[src/hw/rtl/dtr_pkg.sv]
// shared types, codes and constants of the divider timer with reload
`default_nettype none

package dtr_pkg;

    // cycle bits of a tick that the divider takes in
    localparam int TICK_CYCLE_BITS = 8;
    localparam logic [7:0] CYCLE_MASK = 8'((1 << TICK_CYCLE_BITS) - 1);

    // one tick input of at most 255 crosses at most 32 boundaries of 8
    localparam int CROSS_W = 6;

    // configuration port
    localparam int PADDR_W = 3;
    localparam int PDATA_W = 32;
    localparam logic [15:0] DIV_RESET_VALUE = 16'h0000;

    // operation codes
    localparam logic [1:0] OP_TICK  = 2'd0;
    localparam logic [1:0] OP_READ  = 2'd1;
    localparam logic [1:0] OP_WRITE = 2'd2;

    // bus register codes
    localparam logic [2:0] REG_DIV    = 3'd0;
    localparam logic [2:0] REG_TIMER  = 3'd1;
    localparam logic [2:0] REG_RELOAD = 3'd2;
    localparam logic [2:0] REG_CTRL   = 3'd3;

    localparam logic [2:0] CTRL_MASK   = 3'h7;
    localparam logic [7:0] TIMER_MAX   = 8'hFF;

    // input request, operation in the lowest bits
    typedef struct packed {
        logic [7:0] cycles;
        logic [7:0] write_data;
        logic [2:0] reg_select;
        logic [1:0] operation;
    } dtr_item_t;

    // result, read_data in the lowest bits
    typedef struct packed {
        logic       timer_irq;
        logic [7:0] read_data;
    } dtr_result_t;

    // controller to datapath
    typedef struct packed {
        logic load;
        logic step;
        logic emit;
    } dtr_cmd_t;

    // datapath to controller
    typedef struct packed {
        logic count_zero;
    } dtr_status_t;

    // log2 of the counter period selected by the low control bits
    function automatic logic [3:0] period_shift(input logic [1:0] sel);
        logic [3:0] sh;
        unique case (sel)
            2'd0: sh = 4'd3;
            2'd1: sh = 4'd4;
            2'd2: sh = 4'd6;
            2'd3: sh = 4'd8;
            default: sh = 4'd3;
        endcase
        return sh;
    endfunction

endpackage

`default_nettype wire

[src/hw/rtl/divider_timer_with_reload.sv]
// Divider timer with reload: top level with the configuration register.
//
// Requests come in on s_tvalid/s_tready/s_tdata: a tick of some cycles, a
// register read or a register write. Every request gives one result on
// m_tvalid/m_tready/m_tdata: the read byte and the overflow interrupt flag.
// A request is taken only while no earlier request is still being worked.
// Reads, writes and ticks with the counter disabled take no counter steps;
// an enabled tick takes N steps, where N (0 to 32) is the number of counter
// periods crossed, and the counter steps once a cycle through its increment
// and reload logic. Once all steps are done the controller moves the
// result into an output register, so the next request is taken while the
// result waits; if the receiver still stalls when the next result is done,
// the controller holds it until the register frees.
// Reset clears the divider to its reset value of zero, the counter, reload
// and control registers, and any pending result. The APB port holds the
// divider_reset_value register at addresses 0 to 3; reset also returns it to zero.
`default_nettype none

module divider_timer_with_reload (
    input  wire logic                           clk,
    input  wire logic                           rst_n,
    // operation[1:0], reg_select[4:2], write_data[12:5], cycles[20:13]
    input  wire logic [23:0]                    s_tdata,
    input  wire logic                           s_tvalid,
    output logic                                s_tready,
    // read_data[7:0], timer_irq[8]
    output logic [15:0]                         m_tdata,
    output logic                                m_tvalid,
    input  wire logic                           m_tready,
    input  wire logic                           psel,
    input  wire logic                           penable,
    input  wire logic                           pwrite,
    input  wire logic [dtr_pkg::PADDR_W-1:0]    paddr,
    input  wire logic [dtr_pkg::PDATA_W-1:0]    pwdata,
    output logic [dtr_pkg::PDATA_W-1:0]         prdata,
    output logic                                pready
);
    import dtr_pkg::*;

    logic [15:0] div_reset_reg;
    dtr_item_t   item;
    dtr_cmd_t    cmd;
    dtr_status_t status;
    dtr_result_t result;
    logic        cfg_write;

    // configuration register
    assign pready    = 1'b1;
    assign cfg_write = psel && penable && pwrite && pready && (paddr[2] == 1'b0);

    always_ff @(posedge clk or negedge rst_n)
    begin
        if (!rst_n)
            div_reset_reg <= 16'h0000;
        else if (cfg_write)
            div_reset_reg <= pwdata[15:0];
    end

    assign prdata = (paddr[2] == 1'b0) ? {16'd0, div_reset_reg} : '0;

    // stream payloads
    assign item    = dtr_item_t'(s_tdata[20:0]);
    assign m_tdata = {7'd0, result};

    dtr_ctrl u_ctrl (
        .clk      (clk),
        .rst_n    (rst_n),
        .s_tvalid (s_tvalid),
        .s_tready (s_tready),
        .m_tvalid (m_tvalid),
        .m_tready (m_tready),
        .cmd      (cmd),
        .status   (status)
    );

    dtr_datapath u_datapath (
        .clk    (clk),
        .rst_n  (rst_n),
        .item   (item),
        .cmd    (cmd),
        .status (status),
        .result (result)
    );

endmodule

`default_nettype wire

[src/hw/rtl/dtr_ctrl.sv]
// controller: accepts a request, runs the counter steps, hands over the result
`default_nettype none

module dtr_ctrl (
    input  wire logic                 clk,
    input  wire logic                 rst_n,
    input  wire logic                 s_tvalid,
    output logic                      s_tready,
    output logic                      m_tvalid,
    input  wire logic                 m_tready,
    output dtr_pkg::dtr_cmd_t         cmd,
    input  wire dtr_pkg::dtr_status_t status
);
    import dtr_pkg::*;

    typedef enum logic {
        ST_IDLE,
        ST_RUN
    } state_t;

    state_t state_reg;
    logic   m_tvalid_reg;
    logic   out_free;

    // output register can take a new result
    assign out_free = !m_tvalid_reg || m_tready;

    // commands to the datapath
    always_comb
    begin
        cmd.load = (state_reg == ST_IDLE) && s_tvalid;
        cmd.step = (state_reg == ST_RUN) && !status.count_zero;
        cmd.emit = (state_reg == ST_RUN) && status.count_zero && out_free;
    end

    assign s_tready = (state_reg == ST_IDLE);
    assign m_tvalid = m_tvalid_reg;

    // state and output valid
    always_ff @(posedge clk or negedge rst_n)
    begin
        if (!rst_n)
        begin
            state_reg    <= ST_IDLE;
            m_tvalid_reg <= 1'b0;
        end
        else
        begin
            unique case (state_reg)
                ST_IDLE:
                begin
                    if (s_tvalid)
                        state_reg <= ST_RUN;
                end
                ST_RUN:
                begin
                    if (cmd.emit)
                        state_reg <= ST_IDLE;
                end
                default: state_reg <= ST_IDLE;
            endcase

            if (cmd.emit)
                m_tvalid_reg <= 1'b1;
            else if (m_tready)
                m_tvalid_reg <= 1'b0;
        end
    end

endmodule

`default_nettype wire

[src/hw/rtl/dtr_datapath.sv]
// datapath: divider, counter, reload and control registers, result register
`default_nettype none

module dtr_datapath (
    input  wire logic                clk,
    input  wire logic                rst_n,
    input  wire dtr_pkg::dtr_item_t  item,
    input  wire dtr_pkg::dtr_cmd_t   cmd,
    output dtr_pkg::dtr_status_t     status,
    output dtr_pkg::dtr_result_t     result
);
    import dtr_pkg::*;

    logic [15:0]        div_reg, div_next;
    logic [7:0]         timer_reg, timer_next;
    logic [7:0]         reload_reg, reload_next;
    logic [2:0]         ctrl_reg, ctrl_next;
    logic [CROSS_W-1:0] cross_reg, cross_next;
    logic               irq_reg, irq_next;
    logic [7:0]         res_data_reg, res_data_next;
    dtr_result_t        out_reg, out_next;

    logic [7:0]         cyc;
    logic [16:0]        sum;
    logic [3:0]         sh;
    logic [16:0]        cross_full;
    logic [7:0]         rd_value;

    // boundaries crossed by this tick
    always_comb
    begin
        cyc        = item.cycles & CYCLE_MASK;
        sum        = {1'b0, div_reg} + {9'd0, cyc};
        sh         = period_shift(ctrl_reg[1:0]);
        cross_full = (sum >> sh) - ({1'b0, div_reg} >> sh);
    end

    // bus read mux
    always_comb
    begin
        unique case (item.reg_select)
            REG_DIV:    rd_value = div_reg[15:8];
            REG_TIMER:  rd_value = timer_reg;
            REG_RELOAD: rd_value = reload_reg;
            REG_CTRL:   rd_value = {5'd0, ctrl_reg & CTRL_MASK};
            default:    rd_value = 8'd0;
        endcase
    end

    // next values
    always_comb
    begin
        div_next      = div_reg;
        timer_next    = timer_reg;
        reload_next   = reload_reg;
        ctrl_next     = ctrl_reg;
        cross_next    = cross_reg;
        irq_next      = irq_reg;
        res_data_next = res_data_reg;
        out_next      = out_reg;

        // start of a request
        if (cmd.load)
        begin
            res_data_next = 8'd0;
            irq_next      = 1'b0;
            cross_next    = '0;
            unique case (item.operation)
                OP_TICK:
                begin
                    div_next = sum[15:0];
                    if (ctrl_reg[2])
                        cross_next = cross_full[CROSS_W-1:0];
                end
                OP_READ:
                    res_data_next = rd_value;
                OP_WRITE:
                begin
                    unique case (item.reg_select)
                        REG_DIV:    div_next    = 16'h0000;
                        REG_TIMER:  timer_next  = item.write_data;
                        REG_RELOAD: reload_next = item.write_data;
                        REG_CTRL:   ctrl_next   = item.write_data[2:0] & CTRL_MASK;
                        default:    ;
                    endcase
                end
                default: ;
            endcase
        end

        // one counter increment, reload on overflow
        if (cmd.step)
        begin
            cross_next = cross_reg - CROSS_W'(1);
            if (timer_reg == TIMER_MAX)
            begin
                timer_next = reload_reg;
                irq_next   = 1'b1;
            end
            else
                timer_next = timer_reg + 8'd1;
        end

        // result into the output register
        if (cmd.emit)
        begin
            out_next.read_data = res_data_reg;
            out_next.timer_irq = irq_reg;
        end
    end

    // architectural and control registers
    always_ff @(posedge clk or negedge rst_n)
    begin
        if (!rst_n)
        begin
            div_reg    <= DIV_RESET_VALUE;
            timer_reg  <= 8'd0;
            reload_reg <= 8'd0;
            ctrl_reg   <= 3'd0;
            cross_reg  <= '0;
            irq_reg    <= 1'b0;
        end
        else
        begin
            div_reg    <= div_next;
            timer_reg  <= timer_next;
            reload_reg <= reload_next;
            ctrl_reg   <= ctrl_next;
            cross_reg  <= cross_next;
            irq_reg    <= irq_next;
        end
    end

    // result payload
    always_ff @(posedge clk)
    begin
        res_data_reg <= res_data_next;
        out_reg      <= out_next;
    end

    assign status.count_zero = (cross_reg == '0);
    assign result            = out_reg;

endmodule

`default_nettype wire

[config.mk]
export PLATFORM = sky130hd
export DESIGN_NAME = divider_timer_with_reload
export DESIGN_NICKNAME = d
export VERILOG_FILES = /design/src/hw/rtl/dtr_pkg.sv /design/src/hw/rtl/divider_timer_with_reload.sv /design/src/hw/rtl/dtr_ctrl.sv /design/src/hw/rtl/dtr_datapath.sv
export SDC_FILE = /design/constraint.sdc
export NUM_CORES = 1
export LEC_CHECK = 0
export BUFFER_PORTS_ARGS = -buffer_cell sky130_fd_sc_hd__clkbuf_2
export CORE_MARGIN = 2
export CORE_UTILIZATION = 36
export DETAILED_ROUTE_END_ITERATION = 16
export GPL_TIMING_DRIVEN = 0
export PLACE_DENSITY_LB_ADDON = 0.05
export SLEW_MARGIN = 5
export SYNTH_ARGS = -nofsm -noshare
export SYNTH_HDL_FRONTEND = slang
export SYNTH_HIERARCHICAL = 1
export SYNTH_SLANG_ARGS = --single-unit
[constraint.sdc]
create_clock -name clk -period 7.4 [get_ports clk]
set_input_delay 0.74 -clock clk [delete_from_list [all_inputs] [get_ports clk]]
set_output_delay 0.74 -clock clk [all_outputs]
set_load 0.005 [all_outputs]
; Word level (Yosys, flattened, before mapping)
; Index checks and enable logic that the tools add are counted.
[op_classes]
add_sub_neg = 4
eq_ne = 10
n_shift = 2
n_mux = 22
n_bitwise = 2
n_reduce_logical = 23
[op_table]
columns = op, count
row1 = 8-bit two-way mux, 5
row2 = 16-bit two-way mux, 2
row3 = 16-bit one-hot mux with 2 select lines, 1
row4 = 8-bit one-hot mux with 4 select lines, 1
row5 = 6-bit two-way mux, 4
row6 = 16-bit by 8-bit adder with 17-bit output, 1
row7 = 17-bit by 4-bit right shift with 6-bit output, 1
row8 = 4-bit one-hot mux with 4 select lines, 1
row9 = 16-bit by 4-bit right shift with 6-bit output, 1
row10 = 3-bit AND reduction, 4
row11 = 2-bit nonzero test, 5
row12 = 8-bit by 1-bit adder with 8-bit output (second input constant), 1
row13 = 8-bit == test (second input constant), 1
row14 = 1-bit logical AND, 7
row15 = 1-bit two-way mux, 7
row16 = 2-bit == test (second input constant), 3
row17 = 3-bit by 2-bit == test with 1-bit output (second input constant), 2
row18 = 6-bit logical NOT, 1
row19 = 6-bit by 1-bit subtractor with 6-bit output (second input constant), 1
row20 = 6-bit subtractor, 1
row21 = 2-bit by 1-bit == test with 1-bit output (second input constant), 2
row22 = 2-bit logical NOT, 2
row23 = 3-bit by 1-bit == test with 1-bit output (second input constant), 1
row24 = 3-bit logical NOT, 1
row25 = 5 further kinds, 7
[word_totals]
regBits = 77
input_bits = 66
output_inout_bits = 51
word_cells = 75

; Depth between registers and ports, before layout
; Gate-level depths: netlist (run 1).
[depth]
depth_word = 8
depth_mapped = 19
ltp_nobuf = 19

; Hierarchy
; The synthesis (run 1) kept the hierarchy.
[modules_own_cells]
columns = mod, n_inst, cells_per_inst, area_each_um2, seq_area_each_um2
row1 = dtr_datapath, 1, 530, 4810.9, 1561.5
row2 = divider_timer_with_reload, 1, 77, 952.2, 400.4
row3 = dtr_ctrl, 1, 11, 103.8, 50.0

; Worst setup path before layout (run 1)
; No wires, ideal clock.
[synth_path]
path_type = input -> register
start = input port s_tdata[13]
end = register u_datapath.cross_reg[5]
setup_time_ns = 0.120
arrival_time_ns = 4.296
required_ns = 7.280
slack_ns = 2.984
stages = 18
path_buffers = 0
path_cell_list = ha_1 fa_1 a211oi_2 o211ai_2 nand4_1 xor2_1 o21ai_0 nand2_1 o211a_1 a21oi_1 ha_1 a21o_1 a21oi_1 o21bai_1 a21o_1 xnor2_1 or4_1 o211a_1
[synth_via]
elab_chain_cells = 7
[synth_rtl]
columns = item, line
row1 = "start, declared", divider_timer_with_reload.sv:23  ; input wire logic [23:0] s_tdata,
row2 = 16-bit by 8-bit adder with 17-bit output, dtr_datapath.sv:33  ; sum = {1'b0, div_reg} + {9'd0, cyc};
row3 = 17-bit by 4-bit right shift with 6-bit output, dtr_datapath.sv:35  ; cross_full = (sum >> sh) - ({1'b0, div_reg} >> sh);
row4 = 6-bit subtractor, dtr_datapath.sv:35
row5 = 6-bit two-way mux, dtr_datapath.sv:72  ; if (ctrl_reg[2])
row6 = 6-bit two-way mux, dtr_datapath.sv:68  ; unique case (item.operation)
row7 = 6-bit two-way mux, dtr_datapath.sv:63  ; if (cmd.load)
row8 = 6-bit two-way mux, dtr_datapath.sv:92  ; if (cmd.step)
row9 = "end signal, assigned", dtr_datapath.sv:130  ; cross_reg <= cross_next;
row10 = "end, declared", dtr_datapath.sv:18  ; logic [CROSS_W-1:0] cross_reg, cross_next;
; Every way passes these cells. The select of a mux whose other input is x is not followed.
; A chain may end at the register's enable or synchronous reset.

; Final worst setup path (run 1)
; Same ends and word-level chain as after synthesis.

==> impl_metrics.toml, run 1 <==
[final_layout]
diodes = 0
final_common_cell = "clkbuf_2"
fin_area_sq_mm = 0.00691
final_cell_mix = "clkbuf_2, dfrtp_1, nand2_1"
final_cells = 943
drive_above_1_share_pct = 26.0
final_core_util_pct = 43.5
fin_nets = 809
area_growth_syn_to_layout_pct = 17.7

[yosys]
synthTopCellsByArea = "dfrtp_1, edfxtp_1, mux2i_1"
synth_area_sq_mm = 0.00587
synth-seq-cells = 77
synth_edf_count = 17
syn_avg_cell_area_sq_um = 9.49
ys_seq_area_share_pct = 34.3
async_flop_share_pct = 77.9
syn_inst = 618
ys_warn_count = 6
synth.distinct_cells = 83
yosysTopAreaCellShare_pct = 25.6
ys.flop_type = "dfrtp_1"
yosysTopAreaCell = "dfrtp_1"

[clock_tree]
cts_buffers = 9
post_cts_buffers = 0
cts_tree = "yes"
clock_latency_ns = 0.35
cts_resized = 0
clockRootBuffer = "clkbuf_16"
postCtsHoldBufs = 0
htree_levels = 3
cts_sinks = 77
clk_pin_slew_worst_paths_ns = 0.06
clk_path_buf_depth = 2

[detailed_routing]
wl_per_cell_um = 17.8
drtPass1Iterations = 5
vias = 4982
viasPerCell = 5.28
ant_nets = 0
drc = 0
first_iter_violations = 372
wirelength_mm = 16.8

[floorplanning]
io_pins = 117
dieArea_sq_mm = 0.0173
start_util_pct = 36.9
die_h_um = 132
fp-row-count = 46
die_x_um = 132
core-area_sq_mm = 0.0159

[worst_setup_path]
worstPathMaxFanout = 7
cp-start-kind = "input port"
cp_slowest_stage_delay_ns = 0.51
required_ns = 7.63
endpoint_kind = "register"
worstPathArrival_ns = 5.01
cp_cell_sequence = "clkbuf_2 > ha_1 > fa_1 > a211oi_2 > o211ai_2 > nand4_1 > xor2_1 > o21ai_0 > nand2_1 > o211a_1 > a21oi_1 > ha_1 > a21o_1 > a21oi_1 > o21bai_1 > a21o_1 > xnor2_1 > or4_1 > o211a_1"
crit_slowest_cell = "or4_1"
critPathKind = "in -> reg"

[global_route]
antenna_found_initial = 0
grt_pass1_wl_mm = 26.7
grt_max_degree = 52
grt_usage_pct = 19.6
grt_overflow = 0
grt_pass1_vias = 4893

[place]
dp_hpwl_mm = 12.9
dpl-instance-area_sq_mm = 0.00660
dp_slack_ns = 2.34
post-place-cells = 927
globalplace.congestion = 0.963
portBuffers = 70

[timing]
finalSetupViolCount = 0
fin_ws_ns = 2.63
fin_skew_ns = 0.00935
rsz0062_at_grt = "no"
max-slew-margin-rel_pct = 37.7
period_minus_slack_ns = 4.77
hold_viol_final = 0
hold-worst-slack_ns = 0.256
fin_tns_setup_ns = 0
timing.fmax_mhz = 210
tightest_slew_ns = 0.928
layout_worst_path_cycle_share_pct = 64.5
slew_viol_final = 0

[min_path]
min_path_type = "in -> async"

[job]
maxCapViolCount = 0

[status]
status = "complete, no violations"

[power_and_ir_drop]
powerDensity_mw_per_mm2 = 365
p_total_mw = 2.52
worst_ir_drop_vdd_mv = 0.185
p_leak_nw = 3.07
==> worst max-delay path: cells and delay by family <==
family / cells / cell delay [ns]
xor gates and xnor gates: 2 / 0.29
buffers and inverters: 1 / 0.09
AOI/OAI and AO/OA: 10 / 2.05
and+or+nand+nor: 3 / 0.85
adders and majority gates: 3 / 0.98
==> cells in the mapped netlist (6+ instances only) <==
| cell type | count |
|---|---|
| o211ai_1 | 9 |
| nor2_1 | 48 |
| a211oi_1 | 12 |
| a31oi_1 | 10 |
| dfrtp_1 | 60 |
| nor2b_1 | 17 |
| clkbuf_1 | 22 |
| mux2_4 | 10 |
| buf_2 | 6 |
| xnor2_1 | 12 |
| nor3_1 | 8 |
| mux2_2 | 22 |
| and2b_1 | 6 |
| nand2_1 | 53 |
| inv_1 | 14 |
| o21ai_0 | 37 |
| ha_1 | 19 |
| mux2i_1 | 29 |
| xor2_1 | 7 |
| a21oi_1 | 36 |
| edfxtp_1 | 17 |
| a21o_1 | 7 |
| o31ai_1 | 7 |
| nand3_1 | 15 |
| buf_4 | 24 |
==> report_power, final <==
group | switching, mW | total, mW | internal (mW)
logic | 0.792 | 1.40 | 0.609
registers | 0.107 | 0.655 | 0.548
clock network | 0.198 | 0.464 | 0.267
total | 1.10 | 2.52 | 1.42
==> final timing paths <==
| path | startpoint | end | slack, ns | depth (start not counted) |
|---|---|---|---|---|
| max | s_tdata[13] | u_datapath/cross_reg[5] | 2.63 | 19 |
| min | rst_n | div_reset_reg[0] | 0.26 | 1 |
| max reg2reg | u_datapath/div_reg[0] | u_datapath/cross_reg[5] | 2.70 | 18 |
| min reg2reg | u_datapath/res_data_reg[0] | u_datapath/result[0] | 0.42 | 0 |
| max in group asynchronous | rst_n | u_datapath/div_reg[0] | 6.64 | 2 |
| min in group clk | u_datapath/res_data_reg[0] | u_datapath/result[0] | 0.42 | 0 |
==> cells by family (layout without fill, tap and decap cells) <==
group	Yosys count	in the layout	synth area share, %
xor+xnor	21	21	3.39
mux	64	64	12.9
flops	77	77	34.3
buf+inv	79	166	8.27
other cells	2	24	0.128
fa+ha+maj	21	21	4.73
compound gates	170	170	20.5
simple gates	184	184	15.8
==> layer usage <==
| metal | GRT usage [%] | part of all wire (%) |
|---|---|---|
| met1 | 25.5 | 45 |
| met2 | 32.3 | 47 |
| met3 | 2.55 | 5.0 |
| met4 | 9.18 | 2.9 |
| met5 | 0 | 0 |
==> area by class of cell <==
class / count / area, sq um
Fill cell: 1601 / 8980
Multi-Input combinational cell: 484 / 3450
Sequential cell: 77 / 2010
Buffer: 64 / 429
Timing Repair Buffer: 71 / 380
Tap cell: 216 / 270
Clock buffer: 9 / 225
Clock inverter: 7 / 80.1
Inverter: 15 / 56.3
(Power assumes the default switching activity.)
==> inputs of run 2 (changes only) <==
- clock period: 7.4 -> 4.3 ns (I/O delays scaled with it)
==> run 2 against run 1 <==
Compared with the run above: die area is the same; hold slack better by 0.061 ns; non-clock buffer count increased by 6; wire length is 0.73% higher; power up 78%; clock power up 72%; sequential share of layout area down 0.79 points; cell count increased by 0.64%; combinational power increased by 82%; critical path type is now reg -> reg.
==> impl_metrics.toml, run 2 (synthesis results as in run 1) <==
[floorplanning]
fp-row-count = 46
io_pins = 117
die_h_um = 132
dieArea_sq_mm = 0.0173
core-area_sq_mm = 0.0159
start_util_pct = 36.9
die_x_um = 132

[final_layout]
fin_area_sq_mm = 0.00710
diodes = 0
multi_input_area_sq_mm = 0.00360
area_growth_syn_to_layout_pct = 21.0
final_common_cell = "clkbuf_2"
final_cell_mix = "clkbuf_2, dfrtp_1, nand2_1"
final_cells = 949
final.fill_count = 1578
final_core_util_pct = 44.7
drive_above_1_share_pct = 29.3
fin_nets = 815
seqCellArea_sq_mm = 0.00201

[worst_setup_path]
worstPathArrival_ns = 4.38
crit_buf_inv = 1
crit_family = "compound AO/OA/AOI/OAI gates"
ff2ff_setup_slack_ns = 0.15
worstPathMaxFanout = 7
cpMostUsedCell = "mux2i_1"
cp_slowest_stage_delay_ns = 0.43
worstRegToRegCells = 19
critPathKind = "reg -> reg"
rr_startpoint = "u_datapath/div_reg[0]"
worstReg2RegEnd = "u_datapath/cross_reg[5]"
cp-start-kind = "register"
endpoint_kind = "register"
crit_slowest_cell = "dfrtp_1"
required_ns = 4.53
cp_cell_sequence = "ha_4 > fa_2 > a211oi_4 > o211ai_4 > nand4_1 > xor2_2 > mux2i_1 > mux2i_1 > mux2i_1 > a21oi_1 > ha_2 > inv_2 > a21o_1 > a21oi_2 > o21bai_1 > a21o_1 > xnor2_2 > or4_1 > o211a_1"

[detailed_routing]
drtPass1Iterations = 5
ant_nets = 0
first_iter_violations = 367
wl_per_cell_um = 17.8
vias = 5031
viasPerCell = 5.30
drc = 0
wirelength_mm = 16.9

[power_and_ir_drop]
powerDensity_mw_per_mm2 = 631
p_total_mw = 4.48
p_leak_nw = 3.12
swShare_pct = 43.8
worst_ir_drop_vdd_mv = 0.324
p_int_mw = 2.52
p_clk_share_pct = 17.8
power_switching_mw = 1.96
pwr-share-comb_pct = 56.9
pwr-share-seq_pct = 25.2

[global_route]
grt_pass1_wl_mm = 26.8
grt_overflow = 0
antenna_found_initial = 0
grt_max_degree = 52
grt_pass1_vias = 4938
grt_usage_pct = 19.7

[status]
status = "complete, no violations"

[min_path]
holdPathStages = 2
min_path_type = "in -> reg"
holdPathEnd = "div_reset_reg[14]"
min-delay-start = "pwdata[14]"

[timing]
rsz0062_at_grt = "yes"
max-slew-margin-rel_pct = 33.1
fin_skew_ns = 0.00966
tightest_slew_ns = 0.997
fin_ws_ns = 0.149
period_minus_slack_ns = 4.15
slew_viol_final = 0
timing.fmax_mhz = 241
layout_worst_path_cycle_share_pct = 96.5
finalSetupViolCount = 0
hold_viol_final = 0

[clock_tree]
clockRootBuffer = "clkbuf_16"
cts_sinks = 77
cts_buffers = 9
clock_latency_ns = 0.35
cts_tree = "yes"
clk_pin_slew_worst_paths_ns = 0.06
htree_levels = 3
clk_path_buf_depth = 2

[job]
maxCapViolCount = 0

[place]
post-place-cells = 927
dpl-instance-area_sq_mm = 0.00660
portBuffers = 70
globalplace.congestion = 0.963
dp_slack_ns = -0.453
dp_hpwl_mm = 12.9
## run 2: changes by cell type in the layout (fill, tap and decap cells not counted), sizes merged
cell	previous run	this run
buf	38	42
dlygate4sd3	0	1
clkbuf	106	107
## run 2: cell type report
class	count	share of cell area, %
multi-input cells	484	50.7
flip-flops and latches	77	28.3
plain buffers	64	6.08
repair buffers	77	6.03
well taps	216	3.81
clock buffers	9	3.17
clock inverters	7	1.13
inverters	15	0.793
## run 2: per-layer routing
metal,global-route usage (%),wire [um]
met2,32.3,7920
met3,2.58,887
met1,25.6,7570
met4,9.78,554
met5,0,0
## run 2: how the worst max path moves through the flow
stage | start | endpoint | slack [ns] | cells past startpoint
after floorplan | s_tdata[13] | u_datapath/cross_reg[5] | 0.19 | 18
after global placement | s_tdata[13] | u_datapath/cross_reg[5] | -0.48 | 19
after detailed placement | s_tdata[13] | u_datapath/cross_reg[5] | -0.45 | 19
after CTS | u_datapath/div_reg[5] | u_datapath/cross_reg[5] | 0.004 | 17
after global routing | u_datapath/div_reg[0] | u_datapath/cross_reg[5] | 0.004 | 18
final | u_datapath/div_reg[0] | u_datapath/cross_reg[5] | 0.15 | 19
## run 2: repair_timing
item | CTS | global route
hold endpoints to repair | 9 | 0
pin swaps | 4 | 17
resized for setup | 12 | 18
buffers inserted | 2 | 3
endpoints found under the setup margin | 2 | 2
hold buffers | 1 | 0
## run 2: power by group through the flow
stage | clock network, mW | registers (mW) | logic [mW]
global route | 0.857 | 1.16 | 2.80
finish | 0.799 | 1.13 | 2.55
CTS | 0.825 | 1.13 | 2.46
floorplan | 0 | 1.08 | 1.83
detailed placement | 0 | 1.14 | 2.40
global placement | 0 | 1.13 | 2.38
## run 2: metrics by stage
step | hold slack [ns] | TNS (ns)
6_report | 0.317 | 0
5_1_grt | 0.316 | 0
4_1_cts | 0.300 | 0
3_5_place_dp | 0.309 | -0.592
3_3_place_gp | 0.401 | -0.687
2_1_floorplan | 0.134 | 0
==> inputs of run 3 (changes only) <==
- CORE_UTILIZATION: 36 -> 51
==> run 3 against run 2 <==
Compared with the run above: fmax rose by 0.29%; via count is 1.6% higher; first-iteration DRC count rose by 35%; power up 0.56%; worst setup slack improved by 0.012 ns; sequential power about the same; register-to-register slack about the same; critical path type unchanged.
==> impl_metrics.toml, run 3 (synthesis results as in run 1) <==
[worst_setup_path]
endpoint_kind = "register"
worstPathArrival_ns = 4.37
cp-start-kind = "register"
worstPathMaxFanout = 7
critPathKind = "reg -> reg"
required_ns = 4.53

[timing]
fin_ws_ns = 0.161
hold_viol_final = 0
slew_viol_final = 0
max-slew-margin-rel_pct = 39.3
period_minus_slack_ns = 4.14
tightest_slew_ns = 0.903
timing.fmax_mhz = 242
finalSetupViolCount = 0
layout_worst_path_cycle_share_pct = 96.3
fin_skew_ns = 0.00811
rsz0062_at_grt = "yes"
hold-worst-slack_ns = 0.322

[place]
post-place-cells = 854
dp_slack_ns = -0.326
portBuffers = 70
dp_hpwl_mm = 12.1
dpl-instance-area_sq_mm = 0.00651
globalplace.congestion = 0.973

[clock_tree]
clk_pin_slew_worst_paths_ns = 0.07
clock_latency_ns = 0.34
cts_tree = "yes"
clk_path_buf_depth = 2
htree_levels = 3
clockRootBuffer = "clkbuf_16"
cts_buffers = 9
cts_sinks = 77

[detailed_routing]
vias = 5109
wl_met3_mm = 1.15
ant_nets = 0
wl_met1_mm = 7.22
topRoutingLayerUsed = "met4"
drtPass1Iterations = 5
first_iter_violations = 496
wl_per_cell_um = 18.2
wirelength_mm = 16.0
dr_wl_met2_mm = 7.37
drc = 0
viasPerCell = 5.79

[floorplanning]
die_x_um = 111
io_pins = 117
dieArea_sq_mm = 0.0124
die_h_um = 111
core-area_sq_mm = 0.0113
fp-row-count = 39
start_util_pct = 51.8

[global_route]
antenna_found_initial = 0
grt_overflow = 0
grt_usage_pct = 26.2
grt_max_degree = 45
grt_pass1_vias = 4893
grt_pass1_wl_mm = 25.9

[final_layout]
fin_nets = 822
fin_area_sq_mm = 0.00707
area_growth_syn_to_layout_pct = 20.5
drive_above_1_share_pct = 30.0
final_cells = 883
final_cell_mix = "clkbuf_2, dfrtp_1, nand2_1"
final_common_cell = "clkbuf_2"
diodes = 0

[power_and_ir_drop]
p_leak_nw = 3.15
worst_ir_drop_vdd_mv = 0.342
powerDensity_mw_per_mm2 = 637
p_total_mw = 4.51

[min_path]
min_path_type = "in -> reg"

[job]
maxCapViolCount = 0

[status]
status = "complete, no violations"
run 3: cell count changes in the layout (fill, tap and decap cells not counted), moves of 2 or more:
cell	before	now
a211oi_1	9	11
a211oi_2	3	1
buf_4	29	36
ha_1	16	14
run 3: per-layer routing:
layer / vias up / GRT usage, %
met3: 22 / 5.36
met2: 226 / 41.5
li1: 2431 / -
met5: - / 0
met1: 2430 / 36.8
met4: 0 / 7.33
run 3: path summary, 6_finish.rpt:
| kind | cells after the start | slack (ns) | to | from |
|---|---|---|---|---|
| max | 19 | 0.16 | u_datapath/cross_reg[5] | u_datapath/div_reg[0] |
| min | 2 | 0.32 | div_reset_reg[10] | pwdata[10] |
| max reg2reg | 19 | 0.16 | u_datapath/cross_reg[5] | u_datapath/div_reg[0] |
| min reg2reg | 0 | 0.42 | u_datapath/result[4] | u_datapath/res_data_reg[4] |
| max in group asynchronous | 3 | 3.23 | u_datapath/reload_reg[0] | rst_n |
| min in group asynchronous | 2 | 0.57 | div_reset_reg[1] | rst_n |
run 3: area by class of cell:
type	instances	area, sq um
clock inverter	7	80.1
tap	143	179
fill	1006	4250
sequential	77	2010
buffer	64	429
inverter	15	56.3
timing repair buffer	84	480
clock buffer	9	225
multi-input combinational	484	3600
run 3: worst max-delay path: stages (launching register included):
cell      delay, ns
dfrtp_1        0.43
ha_4           0.20
fa_2           0.43
a211oi_4       0.28
o211ai_4       0.19
nand4_1        0.21
xor2_2         0.24
o21ai_2        0.11
buf_4          0.13
nand2_1        0.05
o211a_1        0.16
a21oi_2        0.05
ha_1           0.31
a21o_1         0.17
a21oi_2        0.15
o21bai_1       0.09
a21o_1         0.18
xnor2_1        0.13
or4_1          0.40
o211a_1        0.12
run 3: report_power, final:
part | internal [mW] | switching, mW | total (mW)
clock network | 0.459 | 0.330 | 0.789
registers | 0.943 | 0.188 | 1.13
logic | 1.16 | 1.43 | 2.59
run 3: stage by stage:
step                      util, %  TNS, ns
after global placement       57.2   -0.356
after floorplan                 -        0
final                        62.4        0
after detailed placement     57.5   -0.326
after global routing         62.4  -0.0268
after CTS                    60.8        0
run 3: repair_timing:
item                                    in CTS  in global routing
gates resized for setup                      9                 21
pin swaps                                    4                 20
hold endpoints to repair                    16                  0
hold buffers                                 1                  0
buffers inserted                             2                 10
endpoints found under the setup margin       1                  2
cloned                                       0                  0
